## src/hdl/pipa_pkg.sv

```systemverilog
`default_nettype none

package pipa_pkg;

   // Default build: 64 stored vertices, 24-bit signed coordinates.
   localparam int MAX_VERTICES_DEF = 64;
   localparam int COORD_BITS_DEF   = 24;

   // Fixed field widths of the channels.
   localparam int SLOT_W   = 6;
   localparam int VCOUNT_W = 7;

   // Configuration port geometry.
   localparam int CSR_DATA_W = 32;
   localparam int CSR_ADDR_W = 5;
   localparam int CSR_IDX_W  = 3;

   // Operation codes of an input item.
   localparam logic OP_LOAD  = 1'b0;
   localparam logic OP_QUERY = 1'b1;

   // Register indexes; register i sits at byte address 4*i.
   localparam logic [CSR_IDX_W-1:0] REG_VERTEX_COUNT = 3'd0;
   localparam logic [CSR_IDX_W-1:0] REG_BOX_MIN_X    = 3'd1;
   localparam logic [CSR_IDX_W-1:0] REG_BOX_MAX_X    = 3'd2;
   localparam logic [CSR_IDX_W-1:0] REG_BOX_MIN_Y    = 3'd3;
   localparam logic [CSR_IDX_W-1:0] REG_BOX_MAX_Y    = 3'd4;
   localparam logic [CSR_IDX_W-1:0] REG_BOX_MIN_Z    = 3'd5;
   localparam logic [CSR_IDX_W-1:0] REG_BOX_MAX_Z    = 3'd6;

   // Configuration seen by the core; box bounds are sign-extended to 32 bits.
   typedef struct packed {
      logic [VCOUNT_W-1:0]          vertex_count;
      logic signed [CSR_DATA_W-1:0] min_x;
      logic signed [CSR_DATA_W-1:0] max_x;
      logic signed [CSR_DATA_W-1:0] min_y;
      logic signed [CSR_DATA_W-1:0] max_y;
      logic signed [CSR_DATA_W-1:0] min_z;
      logic signed [CSR_DATA_W-1:0] max_z;
   } cfg_type;

   // Outcome of one edge leaving the edge unit.
   typedef struct packed {
      logic valid;
      logic hit;
   } edge_res_type;

endpackage

`default_nettype wire

```

## src/hdl/pipa_csr.sv

```systemverilog
`default_nettype none

module pipa_csr import pipa_pkg::*; #(
   parameter int COORD_BITS = COORD_BITS_DEF
) (
   input  wire logic                  clock,
   input  wire logic                  reset,
   input  wire logic                  psel,
   input  wire logic                  penable,
   input  wire logic                  pwrite,
   input  wire logic [CSR_ADDR_W-1:0] paddr,
   input  wire logic [CSR_DATA_W-1:0] pwdata,
   output logic      [CSR_DATA_W-1:0] prdata,
   output logic                       pready,
   output cfg_type                    cfg
);

   logic [VCOUNT_W-1:0]          count_ff;
   logic [VCOUNT_W-1:0]          count_in;
   logic signed [COORD_BITS-1:0] bound_ff [6];
   logic signed [COORD_BITS-1:0] bound_in [6];
   logic                         wr_en;
   logic [CSR_IDX_W-1:0]         idx;

   assign pready = 1'b1;
   assign wr_en  = psel && penable && pwrite;
   assign idx    = paddr[CSR_ADDR_W-1:2];

   // Register write decode.
   always_comb begin
      count_in = count_ff;
      for (int i = 0; i < 6; i++) begin
         bound_in[i] = bound_ff[i];
      end
      if (wr_en) begin
         unique case (idx)
            REG_VERTEX_COUNT: count_in    = pwdata[VCOUNT_W-1:0];
            REG_BOX_MIN_X:    bound_in[0] = pwdata[COORD_BITS-1:0];
            REG_BOX_MAX_X:    bound_in[1] = pwdata[COORD_BITS-1:0];
            REG_BOX_MIN_Y:    bound_in[2] = pwdata[COORD_BITS-1:0];
            REG_BOX_MAX_Y:    bound_in[3] = pwdata[COORD_BITS-1:0];
            REG_BOX_MIN_Z:    bound_in[4] = pwdata[COORD_BITS-1:0];
            REG_BOX_MAX_Z:    bound_in[5] = pwdata[COORD_BITS-1:0];
            default: ;
         endcase
      end
   end

   always_ff @(posedge clock) begin
      if (reset) begin
         count_ff <= '0;
         for (int i = 0; i < 6; i++) begin
            bound_ff[i] <= '0;
         end
      end else begin
         count_ff <= count_in;
         for (int i = 0; i < 6; i++) begin
            bound_ff[i] <= bound_in[i];
         end
      end
   end

   // Read-back mux; bounds are returned sign-extended.
   always_comb begin
      unique case (idx)
         REG_VERTEX_COUNT: prdata = CSR_DATA_W'(count_ff);
         REG_BOX_MIN_X:    prdata = CSR_DATA_W'(bound_ff[0]);
         REG_BOX_MAX_X:    prdata = CSR_DATA_W'(bound_ff[1]);
         REG_BOX_MIN_Y:    prdata = CSR_DATA_W'(bound_ff[2]);
         REG_BOX_MAX_Y:    prdata = CSR_DATA_W'(bound_ff[3]);
         REG_BOX_MIN_Z:    prdata = CSR_DATA_W'(bound_ff[4]);
         REG_BOX_MAX_Z:    prdata = CSR_DATA_W'(bound_ff[5]);
         default:          prdata = '0;
      endcase
   end

   // Configuration handed to the core.
   assign cfg.vertex_count = count_ff;
   assign cfg.min_x        = CSR_DATA_W'(bound_ff[0]);
   assign cfg.max_x        = CSR_DATA_W'(bound_ff[1]);
   assign cfg.min_y        = CSR_DATA_W'(bound_ff[2]);
   assign cfg.max_y        = CSR_DATA_W'(bound_ff[3]);
   assign cfg.min_z        = CSR_DATA_W'(bound_ff[4]);
   assign cfg.max_z        = CSR_DATA_W'(bound_ff[5]);

endmodule

`default_nettype wire

```

## config.mk

```make
export PLATFORM = sky130hd
export DESIGN_NAME = pipa_csr
export DESIGN_NICKNAME = d
export VERILOG_FILES = /design/src/hdl/pipa_pkg.sv /design/src/hdl/pipa_csr.sv
export SDC_FILE = /design/constraint.sdc
export NUM_CORES = 1
export LEC_CHECK = 0
export BUFFER_PORTS_ARGS = -buffer_cell sky130_fd_sc_hd__buf_2
export CAP_MARGIN = 10
export CORE_MARGIN = 5
export CORE_UTILIZATION = 50
export DETAILED_ROUTE_END_ITERATION = 10
export PLACE_DENSITY = 0.89
export REMOVE_ABC_BUFFERS = 1
export SLEW_MARGIN = 20
export SYNTH_ARGS = -nofsm -noshare
export SYNTH_HDL_FRONTEND = slang
export SYNTH_SLANG_ARGS = --single-unit
```

## constraint.sdc

```tcl
create_clock -name clock -period 3.3 [get_ports clock]
set_input_delay 0.495 -clock clock [delete_from_list [all_inputs] [get_ports clock]]
set_output_delay 0.495 -clock clock [all_outputs]
set_load 0.05 [all_outputs]
```

==> out/qor.csv <==
stage,metric,value,unit
outcome,outcome,completed,
synth,yosys.area.top_type_share,39.48,%
synth,synthSimpleGateAreaFrac,14.74,%
pwr,cellPowerDensity,480.5,mW/mm²
synth,yosys.area.top_type,sky130_fd_sc_hd__dfxtp_1,
floorplanning,starting_density_of_the_core,50.74,%
synth,largest_family_of_logic_cells_by_synthesized_area,compound AO/OA/AOI/OAI gates,
placed_design,dp_slack,0.5376,ns
sta,fin_crit,2.774,ns
worst_setup_path,crit_path_start_kind,input pin,
finish,n_fill_cell,1295,
finish,antenna_cells_inserted,0,
synth,synth.avg_cell_area,8.934,µm²
sta,relSlewSlack,35.99,%
sta,report.final.setup_viol,0,
clock_network,clkSinkCount,151,
floorplanning,floorplan.core_area,0.01509,mm²
synth,synthDistinctLibCells,33,
clock_network,clk-insertion-delay-late,0.42,ns
drt,post_drt_via_cell_ratio,6.032,
sta,clock_skew,0,ns
synth,muxShareOfSynthArea,15.43,%
worst_setup_path,max_fo_critical_path,29,
clock_network,cts.htree.levels,4,
sta,pins_over_slew_limit,0,
pwr,worst_ir_drop_vdd,328.3,µV
finish,layout_common_cells,"261 x sky130_fd_sc_hd__buf_2, 151 x sky130_fd_sc_hd__dfxtp_1, 110 x sky130_fd_sc_hd__a21oi_1, 96 x sky130_fd_sc_hd__nand3_1, 94 x sky130_fd_sc_hd__o21ai_0",
clock_network,clk_pin_slew_worst_paths,0.06,ns
global_route,grt.total_usage,26.42,%
finish,final_cell_area,0.009201,mm²
sta,hold_viol_final,0,
hold_path,hold_path_class,input pin to flip-flop,
worst_setup_path,setup.worst_path.class,input pin to output pin,
synth,synthCells,857,
placed_design,io_buffer_count,262,
clock_network,cts_tree,yes,
worst_setup_path,cp_data_arrival_time,2.28,ns
pwr,cellLeakagePower,4.391,nW
floorplanning,die_height,133.7,µm
drt,dr_total_vias,7365,
finish,final_layout_size_suffix_gt1_share,34.56,%
clock_network,cts_inserted_buffers,17,
drt,detail_route.wl_per_cell,19.95,µm
floorplanning,dieWidth,133.7,µm
drt,detailedRoute.firstIterationViolations,591,
drt,drc,0,
synth,netlist_top_cells_area,"sky130_fd_sc_hd__dfxtp_1 39%, sky130_fd_sc_hd__mux2i_1 11%, sky130_fd_sc_hd__a21oi_1 7.2%",
placed_design,dp_hpwl,16.06,mm
global_route,global_route.overflow_total,0,
clock_network,cts_setup_buffers,0,
worst_setup_path,cp_capture_type,output pin,
sta,timing.final.crit_share,84.07,%
clock_network,number_of_hold_buffers_added_after_cts,0,
placed_design,place_congestion,0.8076,
synth,mappedNetlistArea,0.007656,mm²
global_route,antenna_found_initial,0,
sta,rsz0062_at_grt,false,
drt,routed_wl,24.36,mm
sta,worstMarginPinSlew,0.9602,ns
sta,highest_clock_rate,360.5,MHz
floorplanning,rows,45,
synth,synth_compound_gate_area_share,18.52,%
floorplanning,design.die.area,0.01789,mm²
clock_network,post_cts_resized,0,
synth,synth_seq_cells,151,
synth,synth-xor-area-share,0,%
clock_network,cts-root-to-sink-buffers,2,
global_route,grt_start_max_net_pins,176,
drt,drt.antenna.violating_nets,0,
job,max_cap_violations,0,
finish,area_delta_synth_final,20.18,%
synth,seq_area_frac_synth,39.48,%
finish,mostFrequentLayoutCell,sky130_fd_sc_hd__buf_2,
floorplanning,io_pins,274,
drt,drt_first_pass_iters,5,
clock_network,clock_tree.root_cell,sky130_fd_sc_hd__clkbuf_16,
worst_setup_path,required,2.80,ns
global_route,grt_first_pass_wirelength,37.92,mm
sta,final_critical_path_setup_slack,0.5257,ns
placed_design,detailed_place.area,0.008564,mm²
synth,ys_warn_count,0,
synth,yosys.area_share.adder,0,%
global_route,grt_pass1_vias,7207,
finish,layout.nets,1062,
## cell type report
type / instances / area (µm²) / share of cell area, %
multi-input cells: 558 / 3757 / 40.83
flip-flops and latches: 151 / 3023 / 32.85
repair buffers: 288 / 1534 / 16.67
clock buffers: 19 / 432.9 / 4.705
well taps: 188 / 235.2 / 2.556
clock inverters: 13 / 203.9 / 2.216
inverters: 4 / 15.01 / 0.1632
## where the power goes
part	switching, mW	total (mW)	internal [mW]
Combinational	0.335	0.459	0.124
Sequential	0.0115	1.85	1.84
Clock	0.777	2.11	1.34
## per-layer routing
| metal | part of all wire, % | GRT usage [%] | wire [µm] |
|---|---|---|---|
| met2 | 48 | 43.88 | 11660 |
| met3 | 9.4 | 6.344 | 2287 |
| met1 | 39 | 32.31 | 9577 |
| met4 | 3.4 | 12.34 | 839 |
| met5 | 0 | 0 | 0 |
## worst paths after layout
path,startpoint,end,slack [ns],cells after the start
worst min-delay path,pwdata[8],bound_ff[0][32],0.36,3
worst min register to register,bound_ff[0][38],bound_ff[0][38],0.48,2
worst max-delay path,paddr[2],prdata[5],0.53,6
worst max register to register,bound_ff[0][47],bound_ff[0][47],2.38,2
## kinds of logic (layout without fill, tap and decap cells)
| logic type | count (synthesis) | after routing |
|---|---|---|
| AO/OA/AOI/OAI | 250 | 250 |
| AND/OR/NAND/NOR | 196 | 196 |
| flip-flops | 151 | 151 |
| buffers and inverters | 148 | 324 |
| multiplexers | 111 | 111 |
| other | 1 | 1 |
## critical path, stage by stage
cell and delay, ns:
sky130_fd_sc_hd__buf_2 0.27, sky130_fd_sc_hd__buf_4 0.44, sky130_fd_sc_hd__mux4_1 0.62, sky130_fd_sc_hd__nor2_1 0.10, sky130_fd_sc_hd__a21oi_1 0.06, sky130_fd_sc_hd__buf_2 0.24
## cells in the mapped netlist (all sizes together)
| library cell | n |
|---|---|
| inv | 4 |
| a221oi | 15 |
| nor2 | 5 |
| dfxtp | 151 |
| nand2b | 81 |
| nand4b | 1 |
| and4b | 1 |
| mux2 | 23 |
| or3 | 2 |
| clkbuf | 44 |
| nand4 | 1 |
| and4 | 1 |
| conb | 1 |
| o21ai | 99 |
| nand3 | 97 |
| mux2i | 85 |
| a32o | 2 |
| nor2b | 7 |
| a221o | 3 |
| mux4 | 3 |
| a21oi | 110 |
| o221a | 4 |
| a2bb2oi | 14 |
| buf | 100 |
| a22oi | 3 |
## sequential cells by signal, summed over array words and instances, names as in the netlist
register  cells
bound_ff    144
count_ff      7
## through the flow
step	total power [mW]	hold slack [ns]	std cells	setup TNS (ns)	util [%]
6_report	4.422	0.3629	1221	0	60.98
5_1_grt	4.543	0.3494	1221	0	60.98
4_1_cts	4.428	0.3473	1221	0	60.98
3_5_place_dp	2.342	0.4787	1189	0	56.76
3_3_place_gp	2.335	0.4699	1189	0	56.76
2_1_floorplan	2.128	0.5641	713	-63.02	-
Note: power is estimated with default switching activity, not from simulation.
