`src/hdl/pipa_pkg.sv`:
```
`default_nettype none

package pipa_pkg;

   // Default build: 64 stored vertices, 24-bit signed coordinates.
   localparam int MAX_VERTICES_DEF = 64;
   localparam int COORD_BITS_DEF   = 24;

   // Fixed field widths of the channels.
   localparam int SLOT_W   = 6;
   localparam int VCOUNT_W = 7;

   // Configuration port geometry.
   localparam int CSR_DATA_W = 32;
   localparam int CSR_ADDR_W = 5;
   localparam int CSR_IDX_W  = 3;

   // Operation codes of an input item.
   localparam logic OP_LOAD  = 1'b0;
   localparam logic OP_QUERY = 1'b1;

   // Register indexes; register i sits at byte address 4*i.
   localparam logic [CSR_IDX_W-1:0] REG_VERTEX_COUNT = 3'd0;
   localparam logic [CSR_IDX_W-1:0] REG_BOX_MIN_X    = 3'd1;
   localparam logic [CSR_IDX_W-1:0] REG_BOX_MAX_X    = 3'd2;
   localparam logic [CSR_IDX_W-1:0] REG_BOX_MIN_Y    = 3'd3;
   localparam logic [CSR_IDX_W-1:0] REG_BOX_MAX_Y    = 3'd4;
   localparam logic [CSR_IDX_W-1:0] REG_BOX_MIN_Z    = 3'd5;
   localparam logic [CSR_IDX_W-1:0] REG_BOX_MAX_Z    = 3'd6;

   // Configuration seen by the core; box bounds are sign-extended to 32 bits.
   typedef struct packed {
      logic [VCOUNT_W-1:0]          vertex_count;
      logic signed [CSR_DATA_W-1:0] min_x;
      logic signed [CSR_DATA_W-1:0] max_x;
      logic signed [CSR_DATA_W-1:0] min_y;
      logic signed [CSR_DATA_W-1:0] max_y;
      logic signed [CSR_DATA_W-1:0] min_z;
      logic signed [CSR_DATA_W-1:0] max_z;
   } cfg_type;

   // Outcome of one edge leaving the edge unit.
   typedef struct packed {
      logic valid;
      logic hit;
   } edge_res_type;

endpackage

`default_nettype wire

```
`src/hdl/pipa_edge_unit.sv`:
```
`default_nettype none

module pipa_edge_unit import pipa_pkg::*; #(
   parameter int COORD_BITS = COORD_BITS_DEF
) (
   input  wire logic                         clock,
   input  wire logic                         reset,
   input  wire logic                         in_valid,
   input  wire logic signed [COORD_BITS-1:0] px,
   input  wire logic signed [COORD_BITS-1:0] py,
   input  wire logic signed [COORD_BITS-1:0] ax,
   input  wire logic signed [COORD_BITS-1:0] ay,
   input  wire logic signed [COORD_BITS-1:0] bx,
   input  wire logic signed [COORD_BITS-1:0] by,
   output edge_res_type                      res
);

   localparam int DW = COORD_BITS + 1;
   localparam int PW = 2 * DW;

   // Stage 1: range checks and differences.
   logic                 s1_valid_ff, s1_valid_in;
   logic                 s1_pre_ff, s1_pre_in;
   logic                 s1_vert_ff, s1_vert_in;
   logic                 s1_neg_ff, s1_neg_in;
   logic signed [DW-1:0] s1_pxa_ff, s1_pxa_in;
   logic signed [DW-1:0] s1_pya_ff, s1_pya_in;
   logic signed [DW-1:0] s1_dx_ff, s1_dx_in;
   logic signed [DW-1:0] s1_dy_ff, s1_dy_in;
   // Stage 2: the two cross products.
   logic                 s2_valid_ff, s2_valid_in;
   logic                 s2_pre_ff, s2_pre_in;
   logic                 s2_vert_ff, s2_vert_in;
   logic                 s2_neg_ff, s2_neg_in;
   logic signed [PW-1:0] s2_lhs_ff, s2_lhs_in;
   logic signed [PW-1:0] s2_rhs_ff, s2_rhs_in;
   // Stage 3: verdict.
   edge_res_type         res_ff, res_in;
   logic signed [COORD_BITS-1:0] ylo, yhi, xhi;
   logic                 le_fwd, le_rev;

   // Edge bounds and the cheap rejections.
   always_comb begin
      ylo         = (ay < by) ? ay : by;
      yhi         = (ay < by) ? by : ay;
      xhi         = (ax < bx) ? bx : ax;
      s1_valid_in = in_valid;
      s1_pre_in   = (py > ylo) && (py <= yhi) && (px <= xhi) && (ay != by);
      s1_vert_in  = (ax == bx);
      s1_neg_in   = (by < ay);
      s1_pxa_in   = DW'(px) - DW'(ax);
      s1_pya_in   = DW'(py) - DW'(ay);
      s1_dx_in    = DW'(bx) - DW'(ax);
      s1_dy_in    = DW'(by) - DW'(ay);
   end

   // Exact intercept test: (px - ax) * dy against (py - ay) * dx.
   always_comb begin
      s2_valid_in = s1_valid_ff;
      s2_pre_in   = s1_pre_ff;
      s2_vert_in  = s1_vert_ff;
      s2_neg_in   = s1_neg_ff;
      s2_lhs_in   = PW'(s1_pxa_ff) * PW'(s1_dy_ff);
      s2_rhs_in   = PW'(s1_pya_ff) * PW'(s1_dx_ff);
   end

   // A falling edge flips the inequality.
   always_comb begin
      le_fwd       = (s2_lhs_ff <= s2_rhs_ff);
      le_rev       = (s2_rhs_ff <= s2_lhs_ff);
      res_in.valid = s2_valid_ff;
      res_in.hit   = s2_valid_ff && s2_pre_ff &&
                     (s2_vert_ff || (s2_neg_ff ? le_rev : le_fwd));
   end

   always_ff @(posedge clock) begin
      if (reset) begin
         s1_valid_ff <= 1'b0;
         s2_valid_ff <= 1'b0;
         res_ff      <= '0;
      end else begin
         s1_valid_ff <= s1_valid_in;
         s2_valid_ff <= s2_valid_in;
         res_ff      <= res_in;
      end
      s1_pre_ff  <= s1_pre_in;
      s1_vert_ff <= s1_vert_in;
      s1_neg_ff  <= s1_neg_in;
      s1_pxa_ff  <= s1_pxa_in;
      s1_pya_ff  <= s1_pya_in;
      s1_dx_ff   <= s1_dx_in;
      s1_dy_ff   <= s1_dy_in;
      s2_pre_ff  <= s2_pre_in;
      s2_vert_ff <= s2_vert_in;
      s2_neg_ff  <= s2_neg_in;
      s2_lhs_ff  <= s2_lhs_in;
      s2_rhs_ff  <= s2_rhs_in;
   end

   assign res = res_ff;

endmodule

`default_nettype wire

```
`config.mk`:
```
export PLATFORM = sky130hd
export DESIGN_NAME = pipa_edge_unit
export DESIGN_NICKNAME = d
export VERILOG_FILES = /design/src/hdl/pipa_pkg.sv /design/src/hdl/pipa_edge_unit.sv
export SDC_FILE = /design/constraint.sdc
export NUM_CORES = 2
export LEC_CHECK = 0
export BUFFER_PORTS_ARGS = -buffer_cell sky130_fd_sc_hd__buf_2
export CORE_MARGIN = 10
export CORE_UTILIZATION = 60
export CTS_CLUSTER_SIZE = 24
export DETAILED_ROUTE_END_ITERATION = 12
export PLACE_DENSITY_LB_ADDON = 0.15
export SETUP_SLACK_MARGIN = 0.1
export SYNTH_ARGS = -nofsm -noshare
export SYNTH_HDL_FRONTEND = slang
export SYNTH_SLANG_ARGS = --single-unit
```
`constraint.sdc`:
```
create_clock -name clock -period 6.6 [get_ports clock]
set_clock_uncertainty 0.05 [all_clocks]
set_input_delay 0 -clock clock [delete_from_list [all_inputs] [get_ports clock]]
set_output_delay 0 -clock clock [all_outputs]
set_load 0.02 [all_outputs]
```
==> impl.org <==
** Run
- The tool flagged a number of max-cap violations equal to 0.

** Routing
- Residual DRC count :: 0
- The routed design uses between 10000 and 15000 um of met3 wire.
- The highest layer touched by signal routing is met5.
- For this run, the detailed router's first-pass iteration total came to 6.
- The detailed router finished its first iteration with 2571 violations.
- Vias per inst :: ~5.5
- Wire length per cell after detailed routing :: 19.39 um
- In this run the remaining antenna-violating nets after routing total 0.
- For this block, the routed nets add up to 160400 um of wire.
- Wire segments on met2 add up to 80060 um in the final route.
- Total via count in the routed design :: 45140
- After detailed routing, the wire length on met1 is ~63000 um.

** Yosys
- Measured against the total synthesized area, the mux share comes to about 1.3%.
- In this run, synthesis produced a sequential element count of 210.
- Of the synthesized area, sequential elements account for 7.273%.
- For this run, asynchronously set or reset flops after synthesis account for 0%.
- Arithmetic-cell share of the synthesized area counting full adders, half adders and majority gates :: 56.58%
- After synthesis, the mean cell area works out to between 9 and 10 sq um.
- Count of different cell masters after synthesis :: 78
- After synthesis the cells add up to 57800 sq um.
- Summing the areas of all and, or, nand and nor instances in the mapped netlist gives 14.51% of the synthesized area.
- XOR/XNOR Fraction of Synth Area :: 2.894%
- Most used flip-flop cell after synthesis :: sky130_fd_sc_hd__dfxtp_1
- For this run, the number of Yosys warnings is 0.
- Number of enable-type register cells in the synthesized netlist :: 0
- Post-Syn Nets :: roughly 8000
- By area, the combinational part of the netlist is dominated by adder cells.
- Synthesized instance count :: 6232
- Compound-gate portion of the synthesized area :: 6.688%

** Final layout
- Net count, final :: between 8000 and 9000
- The area growth from synthesis to layout is 19.59%.
- Leaving out fill and tap cells, the most frequent cell in the layout is sky130_fd_sc_hd__inv_1.
- Highest-count cells in the layout ignoring fill and taps :: sky130_fd_sc_hd__inv_1 (1373), sky130_fd_sc_hd__fa_1 (1275), sky130_fd_sc_hd__nand2_1 (689)
- Final standard cell count with taps included and fillers excluded :: 8268
- Fraction of final layout cells with drive strength greater than 1 :: 16.71%

** Timing
- Setup-failing EPs final :: 33
- The worst path uses 104.3% of the clock period.
- The number of failing hold endpoints at the final stage was 0.
- Tmin final :: 6887 ps
- The number of max-slew violations in the final report came to 0.
- Relative slew slack :: around 34%
- In the post-route analysis, the smallest setup slack over all paths is -287.1 ps.
- Setup repair after global routing could not meet its margin everywhere.
- Timing-limited maximum frequency :: 145.2 MHz
- Slew at the pin closest to its max-slew limit :: around 980 ps
- Total negative setup slack :: -4407 ps

** Floorplanning
- The floorplan step defined a die boundary enclosing 109200 sq um.
- The initialized floorplan defines 113 standard-cell rows.
- The die is 330.4 um wide.
- Once the floorplan was initialized, standard cells occupied 60.66% of the core.
- Measured along the y axis, the die boundary spans 330.4 um.
- Core region area :: 95290 sq um
- During I/O placement, the number of pins put on the boundary was ~150.

** Critical path
- Setup crit start kind :: flip-flop
- Most frequent cell on the critical path :: sky130_fd_sc_hd__fa_1
- On the worst path, the slowest cell contributes a delay of 600 ps.
- By startpoint and endpoint, the worst setup path is classified as flip-flop to flip-flop.
- Worst-case register-to-register setup slack :: -290 ps
- In this run the worst path has a maximum fanout of 12.
- The cell family contributing the most delay on the critical path is adder cells.
- The worst setup path is captured at a flip-flop.
- The slowest stage of the critical path is the sky130_fd_sc_hd__fa_1 cell.
- Critical path arrival :: 7330 ps
- The critical path contains buffers and inverters numbering 7 combined.
- Data on the critical path is required at its endpoint by 7050 ps.

** Clock network
- Number of sinks driven by the clock tree :: 210
- Cell chosen for the clock root :: sky130_fd_sc_hd__clkbuf_16
- Worst-path clk slew :: 70 ps
- Insertion delay of the later-clocked pin in the worst-skew pair :: 600 ps
- Buffers inserted during clock tree synthesis total 27.
- No sink is reached through more buffers than the 3 on the longest clock path.
- In this run the number of H-tree levels came out at 1.
- TritonCTS built the clock tree.

** Global route
- The via count of the first global-routing pass was ~50000.
- The initial antenna violation count was 14.
- Global routing used 30.19% of the available tracks across all layers.
- Grt total ovfl :: 0
- Largest net degree at the start of global routing :: 40
- The first global-routing pass estimated 259200 um of wire.

** Placement
- Final RePlAce weighted congestion :: about 0.94
- During placement, the flow inserted port buffers numbering 148.
- Total instance count after detailed placement :: 7963
- Once detailed placement completed, the half-perimeter wirelength came to 135000 um.

** Run status
- The run finished, with violations left.
- Failing checks :: setup timing

** Hold path
- Class of the worst hold path :: input port to flip-flop
==> repair_timing <==
item / in CTS / in global routing
setup buffers: 47 / 43
pin swaps: 125 / 80
setup endpoints to repair: 51 / 55
resized for setup: 237 / 179
endpoints found under the hold margin: 92 / 0
cloned: 2 / 3
hold buffers: 158 / 0
==> path summary, 6_finish.rpt <==
path                 start            end  cells past startpoint
min reg2reg      s1_neg_ff      s2_neg_ff                      0
min                 ax[14]   s1_dx_ff[14]                      4
max reg2reg  s1_pxa_ff[13]  s2_lhs_ff[43]                     26
max          s1_pxa_ff[13]  s2_lhs_ff[43]                     26
==> area by class of cell <==
class                      instances  area (sq um)
clock buffer                      31         700.7
fill                            7091         26160
sequential                       210          4348
antenna                            8         20.02
tap                             1265          1583
multi-input combinational       4373         48590
timing repair buffer             949          8366
inverter                        1415          5333
clock inverter                    17         188.9
==> sequential cells by signal, indices dropped and copies added (netlist names), 2 cells and up <==
signal and flops:
s1_dy_ff 25, s1_dx_ff 25, s1_pxa_ff 25, s1_pya_ff 25
s2_rhs_ff 50, s2_lhs_ff 50, res 2
==> tightest hold or removal path: cells and delay by family <==
family,cells,cell delay [ps]
XOR/XNOR,1,140
adder cells (fa/ha/maj),1,250
buffers and inverters,2,210
==> synth_stat cells (18+ instances only) <==
master | instances | area share (%)
sky130_fd_sc_hd__nand2b_1 | 42 | 0.45
sky130_fd_sc_hd__nand2_1 | 708 | 4.6
sky130_fd_sc_hd__o21ai_1 | 24 | 0.21
sky130_fd_sc_hd__nand3_1 | 51 | 0.44
sky130_fd_sc_hd__a21o_1 | 118 | 1.5
sky130_fd_sc_hd__nand4_1 | 42 | 0.45
sky130_fd_sc_hd__o21bai_1 | 18 | 0.23
sky130_fd_sc_hd__a211oi_1 | 19 | 0.25
sky130_fd_sc_hd__clkbuf_1 | 222 | 1.4
sky130_fd_sc_hd__xor2_1 | 55 | 0.83
sky130_fd_sc_hd__fa_1 | 1320 | 46
sky130_fd_sc_hd__inv_1 | 1414 | 9.2
sky130_fd_sc_hd__xnor2_1 | 136 | 2.1
sky130_fd_sc_hd__o21a_1 | 30 | 0.39
sky130_fd_sc_hd__a21oi_1 | 188 | 1.6
sky130_fd_sc_hd__mux2i_1 | 71 | 1.2
sky130_fd_sc_hd__and2_1 | 604 | 6.5
sky130_fd_sc_hd__dfxtp_1 | 210 | 7.3
sky130_fd_sc_hd__nor2b_1 | 39 | 0.42
sky130_fd_sc_hd__o21ai_0 | 90 | 0.78
sky130_fd_sc_hd__nor2_1 | 143 | 0.93
sky130_fd_sc_hd__ha_1 | 502 | 11
sky130_fd_sc_hd__nor3_1 | 23 | 0.20
==> layer usage <==
| layer | GRT usage [%] | up-vias |
|---|---|---|
| met1 | 38.04 | 23070 |
| met2 | 52.61 | 1455 |
| met5 | 0 | - |
| li1 | - | 20210 |
| met3 | 4.287 | 389 |
| met4 | 11.04 | 14 |
==> per-stage QoR <==
| stage | instance area [sq um] | setup slack [ps] | utilization [%] | hold WS (ps) |
|---|---|---|---|---|
| final | 69130 | -287.1 | 72.54 | 16.41 |
| after global placement | 64410 | -589.9 | 67.60 | 141.9 |
| after detailed placement | 64410 | -628.7 | 67.60 | 148.4 |
| after global routing | 69120 | -501.7 | 72.54 | 27.34 |
| after floorplan | 58370 | 58.39 | - | 21.61 |
| after CTS | 68120 | -288.8 | 71.48 | 0.3123 |
==> kinds of logic (layout without fill, tap and decap cells) <==
group | count (synthesis) | count (layout)
flip-flops | 210 | 210
AND/OR/NAND/NOR | 1692 | 1692
multiplexers | 74 | 74
XOR/XNOR | 191 | 191
AO/OA/AOI/OAI | 594 | 594
buffers and inverters | 1649 | 2412
adder cells (fa/ha/maj) | 1822 | 1822
other | 0 | 8
Power is left out: the tool's default activity adds up to more than one toggle a clock period on the data nets, which glitch-free logic cannot reach.
